==> src/design/dvrt_pkg.sv <==
// ----------------------------------------------------------------------------
// dvrt_pkg
// shared types and constants for the distance-vector route table
// ----------------------------------------------------------------------------
package dvrt_pkg;

	localparam int TABLE_ENTRIES = 64;
	localparam int NUM_IFACES    = 8;
	localparam int ADDR_BITS     = 16;
	localparam int METRIC_BITS   = 8;
	localparam int IFACE_BITS    = 3;
	localparam int IDX_BITS      = $clog2(TABLE_ENTRIES);

	localparam logic [METRIC_BITS-1:0] METRIC_MAX = {METRIC_BITS{1'b1}};
	localparam logic [METRIC_BITS-1:0] METRIC_ONE = METRIC_BITS'(1);

	localparam logic [1:0] CMD_INIT   = 2'd0;
	localparam logic [1:0] CMD_MERGE  = 2'd1;
	localparam logic [1:0] CMD_LOOKUP = 2'd2;

	// operation broadcast along the chain
	typedef enum logic [1:0] {
		OP_NONE,
		OP_SEARCH,
		OP_UPDATE,
		OP_INSERT
	} op_t;

	typedef struct packed {
		op_t                    op;
		logic [ADDR_BITS-1:0]   dest;
		logic [ADDR_BITS-1:0]   nbr;
		logic [IFACE_BITS-1:0]  ifc;
		logic [METRIC_BITS-1:0] metric;
	} bus_t;

	// results flowing through the chain
	typedef struct packed {
		logic                   dest_hit;
		logic [METRIC_BITS-1:0] dest_best;
		logic [IFACE_BITS-1:0]  dest_hop;
		logic [METRIC_BITS-1:0] dest_ifm;
		logic                   nbr_hit;
		logic [METRIC_BITS-1:0] nbr_best;
		logic                   free_seen;
	} res_t;

endpackage

==> src/design/dvrt_cell.sv <==
// ----------------------------------------------------------------------------
// dvrt_cell
// one table entry: address match, per-interface metrics, in-place update
// ----------------------------------------------------------------------------
module dvrt_cell (
	input  logic          clk,
	input  logic          arst_n,
	input  dvrt_pkg::bus_t bus,
	input  dvrt_pkg::res_t res_in,
	output dvrt_pkg::res_t res_out
);
	import dvrt_pkg::*;

	logic                   valid_q;
	logic [ADDR_BITS-1:0]   addr_q;
	logic [METRIC_BITS-1:0] best_q;
	logic [IFACE_BITS-1:0]  hop_q;
	logic [METRIC_BITS-1:0] ifm_q [NUM_IFACES];

	logic dhit, nhit, claim;

	assign dhit  = valid_q && addr_q == bus.dest;
	assign nhit  = valid_q && addr_q == bus.nbr;
	// first free cell claims an insert
	assign claim = !valid_q && !res_in.free_seen;

	always_comb begin
		res_out = res_in;
		if (dhit) begin
			res_out.dest_hit  = 1'b1;
			res_out.dest_best = best_q;
			res_out.dest_hop  = hop_q;
			res_out.dest_ifm  = ifm_q[bus.ifc];
		end
		if (nhit) begin
			res_out.nbr_hit  = 1'b1;
			res_out.nbr_best = best_q;
		end
		if (!valid_q)
			res_out.free_seen = 1'b1;
	end

	always_ff @(posedge clk or negedge arst_n) begin
		if (!arst_n) begin
			valid_q <= 1'b0;
		end else if (bus.op == OP_INSERT && claim) begin
			valid_q <= 1'b1;
		end
	end

	// payload: match lowers, insert writes the whole entry
	always_ff @(posedge clk) begin
		if (bus.op == OP_UPDATE && dhit) begin
			if (ifm_q[bus.ifc] > bus.metric) begin
				ifm_q[bus.ifc] <= bus.metric;
				if (best_q > bus.metric) begin
					best_q <= bus.metric;
					hop_q  <= bus.ifc;
				end
			end
		end else if (bus.op == OP_INSERT && claim) begin
			addr_q <= bus.dest;
			best_q <= bus.metric;
			hop_q  <= bus.ifc;
			for (int k = 0; k < NUM_IFACES; k++)
				ifm_q[k] <= (IFACE_BITS'(k) == bus.ifc) ? bus.metric : METRIC_MAX;
		end
	end

endmodule

==> config.mk <==
export PLATFORM = sky130hd
export DESIGN_NAME = dvrt_cell
export DESIGN_NICKNAME = d
export VERILOG_FILES = /design/src/design/dvrt_pkg.sv /design/src/design/dvrt_cell.sv
export SDC_FILE = /design/constraint.sdc
export NUM_CORES = 1
export LEC_CHECK = 0
export CORE_MARGIN = 4
export CORE_UTILIZATION = 29
export CTS_BUF_LIST = sky130_fd_sc_hd__clkbuf_8
export DETAILED_ROUTE_END_ITERATION = 7
export DONT_BUFFER_PORTS = 1
export HOLD_SLACK_MARGIN = 0.03
export SYNTH_ARGS = -nofsm -noshare
export SYNTH_HDL_FRONTEND = slang
export SYNTH_SLANG_ARGS = --single-unit
==> constraint.sdc <==
create_clock -name clk -period 6.5 [get_ports clk]
set_clock_uncertainty 0.1 [all_clocks]
set_input_delay 1.625 -clock clk [delete_from_list [all_inputs] [get_ports clk]]
set_output_delay 1.625 -clock clk [all_outputs]
set_load 0.01 [all_outputs]
==> flow_summary.toml <==
[clock_network]
tritoncts = "built"
clk_latency_ns = 0.38
cts-buffers-inserted = 9
cts.path.max_buffers = 2
htree_levels = 3
ctsHoldBuffers = 0
clk_pin_slew_ns = 0.09
cts_setup_buffers = 0
cts_resized = 0
clock_sinks = 92
cts_root_buf = "clkbuf_8"

[die]
core_region_area_um2 = 16600
start_util_pct = 29.6
fp.dieH_um = 138
die_x_um = 138
die-area_um2 = 19100
num_rows = 47
pin_count = 107

[yosys]
synthesis.area_um2 = 4930
yosysWarnings = 0
netlist_instances = 382
syn_area_per_cell_um2 = 12.9
synth-main-ff-cell = "edfxtp_1"
synth_edf_count = 91
syn_nets = 475
synth_seq_cells = 92
synth_seq_area_share_pct = 56.0
synth_cell_types = 48
postSynth.asyncResetShare_pct = 1.09

[final_layout]
drive_gt1_share_pct = 20.5
fillers = 1665
final_net_count = 479
antenna_cells = 0
instances_no_fill = 611
syn2layout_area_growth_pct = 8.84

[timing]
slew_viol_final = 0
setup_violations = 0
post-route-period-util_pct = 76.1
hold_viol_final = 0
slew_headroom_pct = 18.6
tightest_slew_ns = 1.21
fmax_mhz = 202
finalCriticalPeriod_ns = 4.95
tns_ns = 0
rsz0062_at_grt = "no"

[critical_path]
reg2reg_depth = 8
cp_data_arrival_time_ns = 3.22
cp-end-kind = "primary output"
r2r-end = "best_q[4]$_DFFE_PP_"
critPathMaxFanout = 24
start_kind = "input pin"
path_class = "input pin to primary output"
crit_required_ns = 4.78
rr_startpoint = "ifm_q[2][1]$_DFFE_PP_"
reg2reg_slack_ns = 2.84

[route]
dr_total_vias = 3201
drtIter0Drc = 320
viasPerCell = 5.24
drc = 0
wl_per_cell_um = 22.1
ant_nets = 0
routed_wl_um = 13500
drt_pass1_iterations = 5

[placement]
io_buffers = 0
gp_congestion = 0.830
dp_hpwl_um = 9950
dp.cells = 595

[grt]
grt_pass1_vias = 3313
gr-total-overflow = 0
grt_max_degree = 35
grt.total_usage_pct = 14.0
grt_pass1_wl_um = 20600
antenna_found_initial = 0

[job]
max_cap_viol_count = 0

[power]
ir_drop_mv = 0.118
power_density_nw_per_um2 = 223
leakage_nw = 1.91

[worst_hold_path]
hp-start = "valid_q$_DFFE_PN0P_"
holdPathEnd = "valid_q$_DFFE_PN0P_"
min_path_type = "register to register"
holdPathStages = 1

[run_status]
status = "finished clean"
-- placed cells by master, fill, tap and decap left out, drive strengths merged, types with 8 or more instances in the layout --
master	instances
or2	16
mux2	30
nand2	43
edfxtp	91
o21ai	21
a21oi	12
buf	8
xor2	8
nor2	9
clkbuf	9
ha	16
inv	12
xnor2	24
nand2b	9
nand4	11
mux2i	10
-- state kept, by name, summed over array words and instances, names as in the netlist --
signal,cells
addr_q,16
hop_q,3
valid_q,1
best_q,8
ifm_q,64
-- final cells by class --
class | count | area, um2 | area share, %
flip-flops and latches | 92 | 2760 | 51.4
inverters | 12 | 45.0 | 0.840
clock buffers | 9 | 124 | 2.31
multi-input cells | 263 | 2030 | 37.9
clock inverters | 7 | 67.6 | 1.26
repair buffers | 8 | 60.1 | 1.12
well taps | 220 | 275 | 5.13
-- where the power goes --
part           switching, W  total (W)  internal, W
logic             0.0000732   0.000128    0.0000550
clock network      0.000211   0.000387     0.000176
registers        0.00000780   0.000679     0.000671
-- worst max-delay path by stage --
| stage | from | end |
|---|---|---|
| final | bus[32] | res_out[14] |
| after global routing | bus[32] | res_out[16] |
| after CTS | bus[32] | res_out[13] |
| after detailed placement | bus[8] | hop_q[1]$_DFFE_PP_ |
| after global placement | bus[8] | best_q[3]$_DFFE_PP_ |
| after floorplan | bus[10] | best_q[0]$_DFFE_PP_ |
-- synth_stat cells, drive strengths merged, types with 2 or more instances --
cell | instances | area [um2]
o21ai | 21 | 105
mux2 | 30 | 342
and3 | 2 | 12.5
xor2 | 8 | 70.1
nand3 | 5 | 25.0
a21oi | 12 | 60.1
nor4 | 2 | 12.5
nand4 | 11 | 68.8
nand3b | 2 | 15.0
nor3 | 4 | 20.0
o31ai | 7 | 52.6
inv | 12 | 45.0
clkbuf | 2 | 7.51
mux4 | 7 | 165
edfxtp | 91 | 2730
buf | 13 | 88.8
o211ai | 2 | 15.0
ha | 16 | 200
nand2 | 43 | 161
nand2b | 9 | 56.3
nor2b | 3 | 18.8
xnor2 | 24 | 210
mux2i | 10 | 100
a21o | 3 | 22.5
o41ai | 2 | 32.5
or2 | 16 | 100
o221ai | 2 | 17.5
nor2 | 9 | 36.3
-- worst max-delay path: stages --
cell,delay (ns)
xnor2_1,0.18
nand3_1,0.10
nor3_1,0.25
nand4_1,0.32
buf_4,0.37
mux2_2,0.35
-- stage by stage --
step	cell area (um2)	hold slack (ns)	setup slack [ns]	util (%)	power, W
final	5360	0.504	1.55	32.2	0.00119
after global routing	5360	0.534	1.41	32.2	0.00124
after CTS	5360	0.509	1.55	32.2	0.00120
after detailed placement	5170	0.486	1.56	31.1	0.000820
after global placement	5170	0.482	1.61	31.1	0.000817
after floorplan	4930	0.401	1.69	-	0.000793
-- metal layers --
metal / track usage, % / wire (um) / up-vias
met5: 0 / 0 / -
met4: 4.37 / 287 / 0
met3: 4.59 / 992 / 20
met2: 21.9 / 6360 / 130
met1: 18.6 / 5890 / 1610
li1: - / - / 1441
-- logic make-up (layout without fill, tap and decap cells) --
| group | after synthesis | count (layout) | synth area share (%) |
|---|---|---|---|
| adder cells (fa/ha/maj) | 16 | 16 | 4.06 |
| buffers and inverters | 27 | 36 | 2.87 |
| AND/OR/NAND/NOR | 109 | 109 | 11.2 |
| multiplexers | 47 | 47 | 12.3 |
| AO/OA/AOI/OAI | 59 | 59 | 7.85 |
| XOR/XNOR | 32 | 32 | 5.69 |
| flip-flops | 92 | 92 | 56.0 |
Note: power is estimated with default switching activity, not from simulation.
